<file path="config.mk">
export PLATFORM = sky130hd
export DESIGN_NAME = matrix_keypad_debounce_scanner
export DESIGN_NICKNAME = d
export VERILOG_FILES = /design/src/rtl/mkds_pkg.sv /design/src/rtl/mkds_lane.sv /design/src/rtl/mkds_merge.sv /design/src/rtl/matrix_keypad_debounce_scanner.sv
export VERILOG_INCLUDE_DIRS = /design/src /design/src/rtl
export SDC_FILE = /design/constraint.sdc
export NUM_CORES = 1
export LEC_CHECK = 0
export BUFFER_PORTS_ARGS = -buffer_cell sky130_fd_sc_hd__buf_2
export CORE_ASPECT_RATIO = 0.7
export CORE_MARGIN = 2
export CORE_UTILIZATION = 54
export DETAILED_ROUTE_END_ITERATION = 10
export HOLD_SLACK_MARGIN = 0.06
export PLACE_DENSITY_LB_ADDON = 0.1
export SLEW_MARGIN = 20
export SYNTH_ARGS = -nofsm -noshare
export SYNTH_HDL_FRONTEND = slang
export SYNTH_SLANG_ARGS = --single-unit
</file>
<file path="constraint.sdc">
create_clock -name i_clk -period 12.22 [get_ports i_clk]
set_input_delay 1.222 -clock i_clk [delete_from_list [all_inputs] [get_ports i_clk]]
set_output_delay 1.222 -clock i_clk [all_outputs]
set_load 0.005 [all_outputs]
</file>
<file path="src/rtl/matrix_keypad_debounce_scanner_defines.svh">
// Assertion macros for the keypad scanner RTL.
`ifndef MATRIX_KEYPAD_DEBOUNCE_SCANNER_DEFINES_SVH
`define MATRIX_KEYPAD_DEBOUNCE_SCANNER_DEFINES_SVH

`ifndef ASSERT_OFF
// Same-cycle implication, sampled on i_clk, off during reset.
`define MKDS_ASSERT_NOW(lbl, ante, cons, msg) \
    lbl: assert property (@(posedge i_clk) disable iff (!i_rst_n) (ante) |-> (cons)) \
        else $error(msg);
// Next-cycle implication.
`define MKDS_ASSERT_NEXT(lbl, ante, cons, msg) \
    lbl: assert property (@(posedge i_clk) disable iff (!i_rst_n) (ante) |=> (cons)) \
        else $error(msg);
`else
`define MKDS_ASSERT_NOW(lbl, ante, cons, msg)
`define MKDS_ASSERT_NEXT(lbl, ante, cons, msg)
`endif

`endif

</file>
<file path="src/rtl/mkds_pkg.sv">
// Shared types and constants for the keypad scanner.
package mkds_pkg;

    localparam int LEVELS_W   = 5;
    localparam int LINE_OUT_W = 2;
    localparam int KEY_OUT_W  = 5;
    localparam int MAP_W      = 20;
    localparam int LIMIT_W    = 8;

    localparam logic [LIMIT_W-1:0] LIMIT_RESET = 8'd1;

    // Register index decoded from the APB address.
    localparam logic REG_DEBOUNCE_LIMIT = 1'b0;

    typedef enum logic [1:0] {
        PHASE_IDLE     = 2'd0,
        PHASE_PRESSED  = 2'd1,
        PHASE_RELEASED = 2'd2
    } t_phase;

    localparam logic KIND_PRESS   = 1'b0;
    localparam logic KIND_RELEASE = 1'b1;

    // What one lane found for the active key of its return line.
    typedef struct packed {
        logic hit;
        logic kind;
    } t_lane_evt;

endpackage

</file>
<file path="src/rtl/mkds_lane.sv">
// One return-line lane: debounce and key machine for that column's keys.
module mkds_lane
    import mkds_pkg::*;
#(
    parameter int SCAN_LINES = 4
) (
    input  logic                  i_clk,
    input  logic                  i_rst_n,
    input  logic                  i_take,
    input  logic [((SCAN_LINES > 1) ? $clog2(SCAN_LINES) : 1)-1:0] i_line,
    input  logic [LIMIT_W-1:0]    i_limit,
    input  logic                  i_level,
    output t_lane_evt             o_evt,
    output logic [SCAN_LINES-1:0] o_pressed
);

    t_phase             r_phase [SCAN_LINES];
    logic               r_deb   [SCAN_LINES];
    logic [LIMIT_W-1:0] r_cnt   [SCAN_LINES];

    t_phase             n_phase;
    logic               n_deb;
    logic [LIMIT_W-1:0] n_cnt;

    t_phase             cur_phase;
    logic               cur_deb;
    logic [LIMIT_W-1:0] cur_cnt;
    logic               raw_closed;

    assign cur_phase  = r_phase[i_line];
    assign cur_deb    = r_deb[i_line];
    assign cur_cnt    = r_cnt[i_line];
    assign raw_closed = ~i_level;

    always_comb begin
        n_deb = cur_deb;
        n_cnt = '0;
        if (raw_closed != cur_deb) begin
            // a lowered limit below a running count flips on the next differing scan
            if (cur_cnt >= i_limit) begin
                n_deb = raw_closed;
            end else begin
                n_cnt = cur_cnt + 1'b1;
            end
        end

        n_phase    = cur_phase;
        o_evt.hit  = 1'b0;
        o_evt.kind = KIND_PRESS;
        unique case (cur_phase)
            PHASE_IDLE: begin
                if (n_deb) begin
                    n_phase   = PHASE_PRESSED;
                    o_evt.hit = 1'b1;
                end
            end
            PHASE_PRESSED: begin
                if (!n_deb) begin
                    n_phase    = PHASE_RELEASED;
                    o_evt.hit  = 1'b1;
                    o_evt.kind = KIND_RELEASE;
                end
            end
            default: begin
                n_phase = PHASE_IDLE;
            end
        endcase
    end

    // Map as it stands after this tick's update.
    always_comb begin
        for (int s = 0; s < SCAN_LINES; s++) begin
            if (s == int'(i_line)) begin
                o_pressed[s] = (n_phase == PHASE_PRESSED);
            end else begin
                o_pressed[s] = (r_phase[s] == PHASE_PRESSED);
            end
        end
    end

    always_ff @(posedge i_clk) begin
        if (!i_rst_n) begin
            for (int s = 0; s < SCAN_LINES; s++) begin
                r_phase[s] <= PHASE_IDLE;
                r_deb[s]   <= 1'b0;
                r_cnt[s]   <= '0;
            end
        end else if (i_take) begin
            r_phase[i_line] <= n_phase;
            r_deb[i_line]   <= n_deb;
            r_cnt[i_line]   <= n_cnt;
        end
    end

endmodule

</file>
<file path="src/rtl/mkds_merge.sv">
// Merge stage: holds one tick's lane events and emits them one per cycle while i_stall is low.
`include "matrix_keypad_debounce_scanner_defines.svh"
module mkds_merge
    import mkds_pkg::*;
#(
    parameter int SCAN_LINES   = 4,
    parameter int RETURN_LINES = 5
) (
    input  logic                          i_clk,
    input  logic                          i_rst_n,
    input  logic                          i_valid,
    output logic                          o_stall,
    output logic                          o_take,
    input  t_lane_evt [RETURN_LINES-1:0]  i_evt,
    input  logic [((SCAN_LINES > 1) ? $clog2(SCAN_LINES) : 1)-1:0] i_line,
    input  logic [((SCAN_LINES > 1) ? $clog2(SCAN_LINES) : 1)-1:0] i_next_line,
    input  logic [MAP_W-1:0]              i_map,
    output logic                          o_valid,
    input  logic                          i_stall,
    output logic [LINE_OUT_W-1:0]         o_next_scan_line,
    output logic                          o_event_valid,
    output logic [KEY_OUT_W-1:0]          o_event_key,
    output logic                          o_event_kind,
    output logic [MAP_W-1:0]              o_pressed_map,
    output logic                          o_last_result
);

    localparam int SW       = (SCAN_LINES > 1) ? $clog2(SCAN_LINES) : 1;
    localparam int RW       = (RETURN_LINES > 1) ? $clog2(RETURN_LINES) : 1;
    localparam int NUM_KEYS = SCAN_LINES * RETURN_LINES;
    localparam int KW       = (NUM_KEYS > 1) ? $clog2(NUM_KEYS) : 1;

    logic                    r_valid;
    logic [RETURN_LINES-1:0] r_pend;
    logic [RETURN_LINES-1:0] r_kind;
    logic [SW-1:0]           r_line;
    logic [SW-1:0]           r_next;
    logic [MAP_W-1:0]        r_map;

    logic                    n_valid;
    logic [RETURN_LINES-1:0] n_pend;

    logic [RW-1:0]           idx;
    logic [RETURN_LINES-1:0] rest;
    logic                    last;
    logic                    out_take;
    logic [KW-1:0]           key;
    logic [RETURN_LINES-1:0] evt_hit;
    logic [RETURN_LINES-1:0] evt_kind;

    always_comb begin
        for (int r = 0; r < RETURN_LINES; r++) begin
            evt_hit[r]  = i_evt[r].hit;
            evt_kind[r] = i_evt[r].kind;
        end
    end

    // lowest pending return line goes first
    always_comb begin
        idx = '0;
        for (int r = RETURN_LINES - 1; r >= 0; r--) begin
            if (r_pend[r]) begin
                idx = RW'(r);
            end
        end
    end

    assign rest     = r_pend & (r_pend - 1'b1);
    assign last     = (rest == '0);
    assign out_take = r_valid && !i_stall;
    assign o_stall  = r_valid && !(out_take && last);
    assign o_take   = i_valid && !o_stall;

    assign key = KW'(KW'(r_line) * KW'(RETURN_LINES) + KW'(idx));

    always_comb begin
        n_valid = r_valid;
        n_pend  = r_pend;
        if (o_take) begin
            n_valid = 1'b1;
            n_pend  = evt_hit;
        end else if (out_take) begin
            if (last) begin
                n_valid = 1'b0;
            end else begin
                n_pend = rest;
            end
        end
    end

    always_ff @(posedge i_clk) begin
        if (!i_rst_n) begin
            r_valid <= 1'b0;
            r_pend  <= '0;
        end else begin
            r_valid <= n_valid;
            r_pend  <= n_pend;
        end
    end

    always_ff @(posedge i_clk) begin
        if (o_take) begin
            r_kind <= evt_kind;
            r_line <= i_line;
            r_next <= i_next_line;
            r_map  <= i_map;
        end
    end

    assign o_valid          = r_valid;
    assign o_next_scan_line = LINE_OUT_W'(r_next);
    assign o_event_valid    = (r_pend != '0);
    assign o_event_key      = o_event_valid ? KEY_OUT_W'(key) : '0;
    assign o_event_kind     = o_event_valid ? r_kind[idx] : KIND_PRESS;
    assign o_pressed_map    = r_map;
    assign o_last_result    = last;

    `MKDS_ASSERT_NEXT(a_take_shows_result, o_take, r_valid, "accepted tick produced no result")
    `MKDS_ASSERT_NOW(a_stall_only_when_full, o_stall, r_valid, "input stalled with empty buffer")
    `MKDS_ASSERT_NOW(a_empty_is_last, r_valid && !o_event_valid, o_last_result, "empty result not last")
    `MKDS_ASSERT_NEXT(a_more_follow, out_take && !last, r_valid && (r_pend != '0), "event lost in burst")

endmodule

</file>
<file path="src/rtl/matrix_keypad_debounce_scanner.sv">
// Top level: keypad scan lanes, merge stage and debounce-limit register.
//
//   channel   direction  handshake              payload
//   input     in         i_valid / o_stall      i_return_levels
//   output    out        o_valid / i_stall      o_next_scan_line .. o_last_result
//   config    in         APB psel/penable       paddr, pwdata, prdata
//
// When an item is taken, all lanes update their key in that cycle.
// Results appear the next cycle, one per event (one empty result if none), and
// the merge stage's one-result-per-cycle output, held while i_stall is high,
// sets the rate. A new item is taken as the last result leaves. Synchronous
// reset clears all key state at once, no sweep.
module matrix_keypad_debounce_scanner
    import mkds_pkg::*;
#(
    parameter int SCAN_LINES   = 4,
    parameter int RETURN_LINES = 5
) (
    input  logic                  i_clk,
    input  logic                  i_rst_n,
    input  logic                  i_valid,
    output logic                  o_stall,
    input  logic [LEVELS_W-1:0]   i_return_levels,
    output logic                  o_valid,
    input  logic                  i_stall,
    output logic [LINE_OUT_W-1:0] o_next_scan_line,
    output logic                  o_event_valid,
    output logic [KEY_OUT_W-1:0]  o_event_key,
    output logic                  o_event_kind,
    output logic [MAP_W-1:0]      o_pressed_map,
    output logic                  o_last_result,
    input  logic                  psel,
    input  logic                  penable,
    input  logic                  pwrite,
    input  logic [2:0]            paddr,
    input  logic [31:0]           pwdata,
    output logic [31:0]           prdata,
    output logic                  pready
);

    localparam int SW       = (SCAN_LINES > 1) ? $clog2(SCAN_LINES) : 1;
    localparam int NUM_KEYS = SCAN_LINES * RETURN_LINES;

    logic [LIMIT_W-1:0] r_limit;
    logic [SW-1:0]      r_scan_line;
    logic [SW-1:0]      next_line;
    logic               take;
    logic               cfg_wr;

    t_lane_evt [RETURN_LINES-1:0] lane_evt;
    logic [SCAN_LINES-1:0]        lane_pressed [RETURN_LINES];
    logic [NUM_KEYS-1:0]          pressed_all;
    logic [MAP_W-1:0]             map;

    // configuration
    assign pready = 1'b1;
    assign cfg_wr = psel && penable && pwrite && pready;
    assign prdata = (paddr[2] == REG_DEBOUNCE_LIMIT) ? {24'd0, r_limit} : 32'd0;

    always_ff @(posedge i_clk) begin
        if (!i_rst_n) begin
            r_limit <= LIMIT_RESET;
        end else if (cfg_wr && (paddr[2] == REG_DEBOUNCE_LIMIT)) begin
            r_limit <= (pwdata[LIMIT_W-1:0] == '0) ? LIMIT_RESET : pwdata[LIMIT_W-1:0];
        end
    end

    // scan line counter
    assign next_line = (r_scan_line == SW'(SCAN_LINES - 1)) ? '0 : r_scan_line + 1'b1;

    always_ff @(posedge i_clk) begin
        if (!i_rst_n) begin
            r_scan_line <= '0;
        end else if (take) begin
            r_scan_line <= next_line;
        end
    end

    for (genvar r = 0; r < RETURN_LINES; r++) begin : g_lane
        logic level;
        // return lines past the input width read low, i.e. closed
        if (r < LEVELS_W) begin : g_in
            assign level = i_return_levels[r];
        end else begin : g_pad
            assign level = 1'b0;
        end

        mkds_lane #(
            .SCAN_LINES(SCAN_LINES)
        ) u_lane (
            .i_clk     (i_clk),
            .i_rst_n   (i_rst_n),
            .i_take    (take),
            .i_line    (r_scan_line),
            .i_limit   (r_limit),
            .i_level   (level),
            .o_evt     (lane_evt[r]),
            .o_pressed (lane_pressed[r])
        );

        for (genvar s = 0; s < SCAN_LINES; s++) begin : g_key
            assign pressed_all[s * RETURN_LINES + r] = lane_pressed[r][s];
        end
    end

    for (genvar k = 0; k < MAP_W; k++) begin : g_map
        if (k < NUM_KEYS) begin : g_key
            assign map[k] = pressed_all[k];
        end else begin : g_none
            assign map[k] = 1'b0;
        end
    end

    mkds_merge #(
        .SCAN_LINES  (SCAN_LINES),
        .RETURN_LINES(RETURN_LINES)
    ) u_merge (
        .i_clk           (i_clk),
        .i_rst_n         (i_rst_n),
        .i_valid         (i_valid),
        .o_stall         (o_stall),
        .o_take          (take),
        .i_evt           (lane_evt),
        .i_line          (r_scan_line),
        .i_next_line     (next_line),
        .i_map           (map),
        .o_valid         (o_valid),
        .i_stall         (i_stall),
        .o_next_scan_line(o_next_scan_line),
        .o_event_valid   (o_event_valid),
        .o_event_key     (o_event_key),
        .o_event_kind    (o_event_kind),
        .o_pressed_map   (o_pressed_map),
        .o_last_result   (o_last_result)
    );

endmodule

</file>
==> flow_summary_export.csv, run 1 <==
group,metric,value,unit
sta,fin_crit,4590,ps
placement,io_buffers,60,
floorplanning,coreArea,24600,um2
synth,ys_seq_elements,267,
floorplanning,num_rows,48,
worst_hold_path,hp-class,"flip-flop to flip-flop",
clock_tree,cts_resized,0,
synth,synth_area_per_cell,12.7,um2
synth,synth_top_family_by_area,"simple AND/OR/NAND/NOR gates",
critical_path,start_kind,"flip-flop",
floorplanning,dieArea,26200,um2
sta,tns,0,ps
clock_tree,path_clk_slew,60,ps
global_routing,grt_antenna_before_repair,0,
critical_path,crit_chain,"buf_4 > mux4_2 > ha_1 > or4_1 > a21oi_1 > a211o_1 > nand3_1 > nand2b_1 > nor2_1",
critical_path,crit_type,"flip-flop to flip-flop",
detailed_routing,wl_per_cell,21.3,um
detailed_routing,vias_per_cell,5.81,
floorplanning,die_y,136,um
critical_path,slowest_stage,"buf_4",
floorplanning,start_util,54.8,%
clock_tree,clock-sinks,267,
placement,place_inst,1402,
final_layout,fin_util,60.2,%
synth,synth_compound_area_share,4.91,%
sta,finalHoldViolations,0,
flow_run,maxCapViolCount,0,
clock_tree,cts_setup_buffers,0,
synth,ys_seq_area_share,57.1,%
detailed_routing,vias,8435,
sta,skew,12.0,ps
global_routing,track_usage,24.2,%
critical_path,crit_buf_inv,1,
critical_path,cp_data_arrival_time,4980,ps
floorplanning,num_io_pins,112,
final_layout,fin_nets,1209,
power,powerDensity,158,nW/um2
status,outcome,"finished, final reports clean",
sta,period_share,37.6,%
placement,gp_congestion,0.824,
synth,yosysMostFrequentCell,"edfxtp_1",
critical_path,endpoint_kind,"flip-flop",
synth,syn_inst,1059,
sta,setup_viol,0,
global_routing,grt-ovfl-total,0,
floorplanning,die_width,193,um
global_routing,grt_max_degree,56,
global_routing,grt_pass1_wl,47000,um
synth,yosys.area.top_type,"edfxtp_1",
synth,yosys.area.top_type_share,52.2,%
global_routing,grt_pass1_vias,8078,
clock_tree,root_buffer,"clkbuf_16",
clock_tree,cts_hold_buf,0,
sta,grt_setup_unrepaired,"no",
critical_path,cp_slowest_stage_delay,720,ps
synth,synth_edf_count,234,
detailed_routing,drc,0,
power,peakVddDrop,133,uV
critical_path,cp_top_family,"simple AND/OR/NAND/NOR gates",
clock_tree,cts_tree,"done",
final_layout,stdcell_count,1451,
clock_tree,cts_buffers,27,
synth,synth_xor_area_share,2.34,%
synth,ys.flop_type,"edfxtp_1",
detailed_routing,drtIter0Drc,654,
synth,yosys.area_share.adder,5.34,%
synth,async_flop_share,0,%
sta,relSlewSlack,38.1,%
sta,max_slew.worst_pin.slew,928,ps
synth,yosys_warnings,0,
synth,yosys.area_share.simple,15.1,%
final_layout,antenna_cells,0,
synth,netlist_top_cells_count,"edfxtp_1, nor2_1, ha_1, mux4_2, nand3_1",
clock_tree,clockBufferDepth,3,
final_layout,drive_gt1_share,17.5,%
synth,ys_top_cells_by_area,"edfxtp_1, mux4_2, nor2_1",
synth,synth_mux_area_share,10.5,%
clock_tree,clock_latency,540,ps
detailed_routing,wl,30900,um
synth,netlist_area,13500,um2
sta,fmax,0.218,GHz
power,leakage,0.00552,uW
placement,dp_hpwl,19200,um
final_layout,area_delta_synth_final,10.0,%
sta,slew_viol_final,0,
clock_tree,h-tree-depth,1,
detailed_routing,antenna_left,0,
critical_path,crit_required,12600,ps
synth,synth.distinct_cells,65,
critical_path,cp_max_fo,36,
detailed_routing,firstDrtPassIters,5,
==> cell usage in the layout (no fill, tap or decap), types with 22 or more instances in the layout <==
cell type,Yosys,routed
edfxtp_1,234,234
ha_1,55,55
nand2_1,38,35
xor2_1,23,23
o21ai_0,22,22
clkbuf_16,0,28
inv_1,39,39
dfxtp_1,33,31
nor3_1,35,35
nand3_1,40,40
conb_1,2,25
buf_2,13,60
nor2_1,189,188
mux4_2,55,55
==> final timing paths <==
path,start,to,slack [ps],cells after the start
setup reg to reg,flip-flop,g_lane[2].u_lane.r_cnt[0][6],7630,9
hold / removal,g_lane[1].u_lane.r_deb[2],g_lane[1].u_lane.r_deb[2],470,2
hold reg to reg,g_lane[1].u_lane.r_deb[2],g_lane[1].u_lane.r_deb[2],470,2
setup / recovery,flip-flop,g_lane[2].u_lane.r_cnt[0][6],7630,9
==> tightest hold or removal path, stage by stage (launching register included) <==
cell,delay (ps)
dfxtp_1,320
nand3_1,60
o21ai_0,60
==> sequential cells by signal, indices dropped and copies added, names as in the netlist, named ones only <==
signal	cells
u_merge.o_valid	1
u_merge.o_next_scan_line	2
u_merge.r_kind	5
u_merge.r_line	2
u_merge.o_pressed_map	20
g_lane.u_lane.r_cnt	160
r_limit	8
r_scan_line	2
g_lane.u_lane.r_phase	40
g_lane.u_lane.r_deb	20
u_merge.r_pend	5
==> logic make-up (layout without fill, tap and decap cells) <==
group	Yosys count	count (layout)
compound gates	97	97
buf+inv	114	158
fa+ha+maj	57	57
xor+xnor	36	36
other cells	2	25
flops	267	267
mux	73	73
simple gates	413	413
==> routing by layer <==
metal	global-route usage (%)	up-vias	share of wire, %
met2	35.5	278	43
met1	37.8	4154	49
met4	4.75	0	1.8
met3	4.36	42	6.7
li1	-	3961	-
met5	0	-	0
==> report_power, final <==
group          total, uW  leakage [uW]  internal [uW]  switching (uW)
sequential          1080       0.00269           1050            29.4
combinational        389       0.00237            145             244
clock                868      0.000455            522             346
==> through the flow <==
step	setup slack, ps	cell area [um2]	total power (uW)	hold WS (ps)
CTS	7550	14800	2350	471
detailed placement	7520	13900	1490	456
finish	7630	14800	2340	470
floorplan	4560	13500	1380	438
global placement	7550	13900	1480	449
global route	7250	14800	2430	495
==> final cells by class <==
class | count | area, um2
Clock inverter | 16 | 200
Clock buffer | 33 | 719
Tap cell | 325 | 407
Multi-Input combinational cell | 701 | 5260
Fill cell | 1958 | 9760
Sequential cell | 267 | 7690
Timing Repair Buffer | 70 | 375
Inverter | 39 | 146
(Power assumes the default switching activity.)
==> inputs of run 2 (changes only) <==
clock period = 4.75 ns   (was 12.22 ns; I/O delays follow)
==> run 2 against run 1 <==
Effect of this change: die area stayed put; core utilization is 0.28 points higher; clock-buffer cell count is 1 lower; worst hold slack worse by 260 ps; cell count is 1.0% higher; first-iteration DRC count is 5.8% higher; clock power is 130% higher; via count is 2.7% higher; maximum frequency is 25% higher; non-clock buffer count is 16 higher; sequential cell count stayed put.
==> flow_summary_export.csv, run 2 (synthesized netlist as in run 1, its figures left out) <==
group,metric,value,unit
flow_run,maxCapViolCount,0,
clock_tree,clock_latency,540,ps
critical_path,ff2ff_path_depth,10,
placement,io_buffers,60,
sta,fmax,0.272,GHz
clock_tree,cts_hold_buf,0,
final_layout,fin_util,60.5,%
clock_tree,cts_tree,"done",
critical_path,endpoint_kind,"flip-flop",
final_layout,layout_commonest_cell,"edfxtp_1",
critical_path,cp_data_arrival_time,3940,ps
status,outcome,"finished, final reports clean",
final_layout,area_delta_synth_final,10.5,%
power,clock_power_share,34.5,%
placement,dp_hpwl,20100,um
floorplanning,coreArea,24600,um2
detailed_routing,vias_per_cell,5.91,
global_routing,grt_antenna_before_repair,1,
clock_tree,clockBufferDepth,3,
detailed_routing,wl,31100,um
final_layout,reg.largest.list,"g_lane.u_lane.r_cnt x160, g_lane.u_lane.r_phase x40",
clock_tree,cts_resized,0,
final_layout,fin_nets,1225,
worst_hold_path,hold_start,"i_valid",
power,peakVddDrop,275,uV
sta,grt_setup_unrepaired,"no",
detailed_routing,firstDrtPassIters,5,
critical_path,timing.rr.end,"u_merge.o_pressed_map[5]",
power,seqPwrFrac,47.8,%
floorplanning,num_rows,48,
power,leakage,0.00556,uW
sta,finalHoldViolations,0,
sta,skew,9.13,ps
floorplanning,die_width,193,um
global_routing,grt_max_degree,56,
detailed_routing,vias,8660,
sta,max_slew.worst_pin.slew,921,ps
global_routing,grt-ovfl-total,0,
power,p_int,4250,uW
critical_path,start_kind,"flip-flop",
power,swShare,27.2,%
power,pwr-share-comb,17.6,%
global_routing,grt_pass1_wl,48100,um
floorplanning,die_y,136,um
floorplanning,num_io_pins,112,
sta,setup_viol,0,
critical_path,crit_type,"flip-flop to flip-flop",
floorplanning,start_util,54.8,%
clock_tree,path_clk_slew,60,ps
clock_tree,cts_buffers,27,
detailed_routing,wl_per_cell,21.2,um
placement,gp_congestion,0.823,
detailed_routing,antenna_left,0,
clock_tree,cts_setup_buffers,0,
final_layout,antenna_cells,0,
clock_tree,clock-sinks,267,
detailed_routing,drc,0,
final_layout,largest_reg_flops,160,
power,powerDensity,392,nW/um2
critical_path,cp_max_fo,25,
worst_hold_path,whs_endpoint,"u_merge.o_valid",
floorplanning,dieArea,26200,um2
clock_tree,root_buffer,"clkbuf_16",
clock_tree,h-tree-depth,1,
worst_hold_path,hp-class,"input port to flip-flop",
sta,period_share,77.3,%
sta,slew_viol_final,0,
global_routing,grt_pass1_vias,8338,
critical_path,crit_required,5010,ps
sta,relSlewSlack,38.6,%
final_layout,regMostFlops,"g_lane.u_lane.r_cnt",
critical_path,r2r_setup_slack,1080,ps
detailed_routing,drtIter0Drc,692,
final_layout,mostFrequentLayoutCells,"edfxtp_1, nor2_1, buf_2",
sta,fin_crit,3670,ps
global_routing,track_usage,24.5,%
sta,tns,0,ps
worst_hold_path,whs_path_depth,2,
final_layout,drive_gt1_share,18.1,%
power,p_switching,1580,uW
-- run 2: cell types whose count changed in the layout (fill, tap and decap cells not counted) --
cell / delta
buf_12: +4
buf_4: +12
bufinv_16: -3
clkbuf_16: -1
clkinv_1: +6
clkinv_2: -3
nand2_2: +1
nand2_4: -1
o41ai_2: -1
o41ai_4: +1
-- run 2: critical path: stages (launching register included) --
cell and delay, ps:
dfxtp_4 640, buf_12 300, buf_4 200, mux4_2 570
ha_1 310, o21a_1 110, a21oi_1 60, a211o_1 340
and3_1 220, o21ai_1 470, mux2i_1 160
-- run 2: metrics by stage --
step | hold WS [ps] | instances | setup slack (ps) | total power, uW | instance area (um2)
6_report | 207 | 1466 | 1080 | 5830 | 14900
5_1_grt | 217 | 1466 | 823 | 6070 | 14900
4_1_cts | 191 | 1466 | 1020 | 5860 | 14900
3_5_place_dp | 458 | 1418 | 1050 | 3860 | 14100
3_3_place_gp | 449 | 1418 | 1020 | 3840 | 14100
2_1_floorplan | 438 | 1082 | 1130 | 3560 | 13600
-- run 2: final cells by class --
cell class | count | area (um2)
clock inverter | 16 | 118
tap | 325 | 407
multi-input combinational | 701 | 5270
fill | 1997 | 9700
inverter | 39 | 146
sequential | 267 | 7690
timing repair buffer | 86 | 546
clock buffer | 32 | 694
-- run 2: how the worst max path moves through the flow --
| stage | depth (start not counted) | to | startpoint | slack, ps |
|---|---|---|---|---|
| after floorplan | 5 | g_lane[0].u_lane.r_cnt[3][0] | u_merge.r_pend[1] | 1130 |
| after global placement | 10 | u_merge.o_pressed_map[5] | flip-flop | 1020 |
| after detailed placement | 10 | u_merge.o_pressed_map[5] | flip-flop | 1050 |
| after CTS | 10 | u_merge.o_pressed_map[5] | flip-flop | 1020 |
| after global routing | 10 | u_merge.o_pressed_map[15] | flip-flop | 820 |
| final | 10 | u_merge.o_pressed_map[5] | flip-flop | 1080 |
-- run 2: power by group through the flow --
stage	Clock [uW]	Sequential, uW	Combinational, uW
after floorplan	0	2800	757
after detailed placement	0	2840	1020
after global routing	2130	2800	1130
after CTS	2050	2790	1030
final	2010	2790	1030
after global placement	0	2830	1000
-- run 2: layer usage --
layer	track usage (%)	share of wire, %	vias up
met1	37.6	47	4310
met5	0	0	-
met2	37.2	44	299
li1	-	-	4011
met4	4.41	1.5	0
met3	4.00	7.6	40
==> inputs of run 3 (changes only) <==
clock period = 3.6 ns   (was 4.75 ns; I/O delays follow)
==> run 3 against run 2 <==
Effect of this change: clock power rose by 37%; maximum frequency is 12% higher; final area grew 1.3%; routed wire length up 1.8%; cell count increased by 1.1%; via count is essentially flat; die area did not move; non-clock buffer count increased by 15; worst hold slack got worse by 110 ps; critical endpoint is now u_merge.o_pressed_map[19].
==> flow_summary_export.csv, run 3 (synthesized netlist as in run 1, its figures left out) <==
group,metric,value,unit
clock_tree,clockBufferDepth,3,
critical_path,crit_required,3850,ps
clock_tree,cts_hold_buf,0,
final_layout,fin_nets,1240,
detailed_routing,wl,31600,um
final_layout,mostFrequentLayoutCells,"edfxtp_1, nor2_1, buf_2",
clock_tree,cts_tree,"done",
detailed_routing,firstDrtPassIters,5,
critical_path,cp_max_fo,13,
final_layout,drive_gt1_share,20.0,%
sta,skew,19.0,ps
detailed_routing,drtIter0Drc,769,
critical_path,ff2ff_path_depth,10,
placement,dp_hpwl,20900,um
placement,place_inst,1433,
final_layout,antenna_cells,0,
sta,grt_setup_unrepaired,"no",
final_layout,fin_util,61.3,%
final_layout,reg.largest.list,"g_lane.u_lane.r_cnt x160, g_lane.u_lane.r_phase x40",
critical_path,timing.rr.end,"u_merge.o_pressed_map[19]",
sta,relSlewSlack,47.2,%
clock_tree,cts_buffers,27,
final_layout,area_delta_synth_final,11.9,%
final_layout,layout_commonest_cell,"edfxtp_1",
clock_tree,root_buffer,"clkbuf_16",
critical_path,crit_end,"u_merge.o_pressed_map[19]",
floorplanning,dieArea,26200,um2
global_routing,grt_max_degree,54,
critical_path,start_kind,"flip-flop",
sta,max_slew.worst_pin.slew,787,ps
detailed_routing,antenna_left,0,
clock_tree,path_clk_slew,60,ps
sta,fin_crit,3290,ps
detailed_routing,drc,0,
flow_run,maxCapViolCount,0,
global_routing,grt-ovfl-total,0,
detailed_routing,wl_per_cell,21.3,um
critical_path,r2r_setup_slack,310,ps
worst_hold_path,hp-class,"input port to flip-flop",
sta,setup_viol,0,
final_layout,fillers,2003,
sta,slew_viol_final,0,
sta,finalHoldViolations,0,
global_routing,grt_antenna_before_repair,0,
power,leakage,0.00565,uW
clock_tree,cts_setup_buffers,0,
critical_path,endpoint_kind,"flip-flop",
clock_tree,cts_resized,0,
floorplanning,die_y,136,um
placement,gp_congestion,0.861,
sta,whs,97.6,ps
sta,period_share,91.3,%
clock_tree,clock-sinks,267,
global_routing,grt_pass1_vias,8327,
floorplanning,num_rows,48,
floorplanning,die_width,193,um
detailed_routing,vias_per_cell,5.85,
power,finalPower,7840,uW
global_routing,grt_pass1_wl,48300,um
floorplanning,num_io_pins,112,
power,peakVddDrop,509,uV
sta,fmax,0.304,GHz
power,powerDensity,521,nW/um2
worst_hold_path,hold_start,"i_valid",
clock_tree,clock_latency,550,ps
clock_tree,h-tree-depth,1,
final_layout,largest_reg_flops,160,
floorplanning,coreArea,24600,um2
critical_path,crit_type,"flip-flop to flip-flop",
status,outcome,"finished, final reports clean",
critical_path,cp_data_arrival_time,3540,ps
final_layout,regMostFlops,"g_lane.u_lane.r_cnt",
placement,io_buffers,60,
final_layout,stdcell_count,1482,
global_routing,track_usage,24.8,%
floorplanning,start_util,54.8,%
detailed_routing,vias,8665,
==> run 3: per-stage QoR <==
step                area, um2  setup WS (ps)  TNS (ps)
CTS                     15100            286         0
finish                  15100            311         0
global route            15100           44.5         0
floorplan               13600          -16.2      -889
global placement        14200            357         0
detailed placement      14200            318         0
==> run 3: cell type report <==
type	instances	area, um2	share of cell area (%)
Sequential cell	267	7690	51.1
Clock buffer	32	694	4.61
Multi-Input combinational cell	701	5280	35.1
Inverter	39	146	0.972
Clock inverter	17	164	1.09
Tap cell	325	407	2.70
Timing Repair Buffer	101	671	4.45
==> run 3: worst min path at each step <==
stage                                     end  slack [ps]  depth (start not counted)
finish                        u_merge.o_valid         100                          2
global route                       r_limit[5]         100                          3
CTS                           u_merge.o_valid          80                          2
detailed placement  g_lane[3].u_lane.r_deb[2]         460                          2
global placement    g_lane[3].u_lane.r_deb[2]         450                          2
floorplan           g_lane[0].u_lane.r_deb[2]         440                          2
==> run 3: per-layer routing <==
metal | share of wire [%] | GRT usage (%)
met1 | 47 | 38.5
met2 | 43 | 36.8
met3 | 8.4 | 4.67
met4 | 1.7 | 4.83
met5 | 0 | 0
==> run 3: critical path, cell delays in order, from the launching register on <==
cell	delay (ps)
dfxtp_4	380
buf_4	300
mux4_2	620
ha_1	290
or3_1	350
a21oi_1	130
a211o_1	200
a21oi_1	200
o21ai_1	260
buf_4	190
mux2i_1	90
==> run 3: power breakdown <==
| part | internal (uW) | switching (uW) |
|---|---|---|
| Combinational | 550 | 861 |
| Sequential | 3570 | 90.3 |
| Clock | 1590 | 1170 |
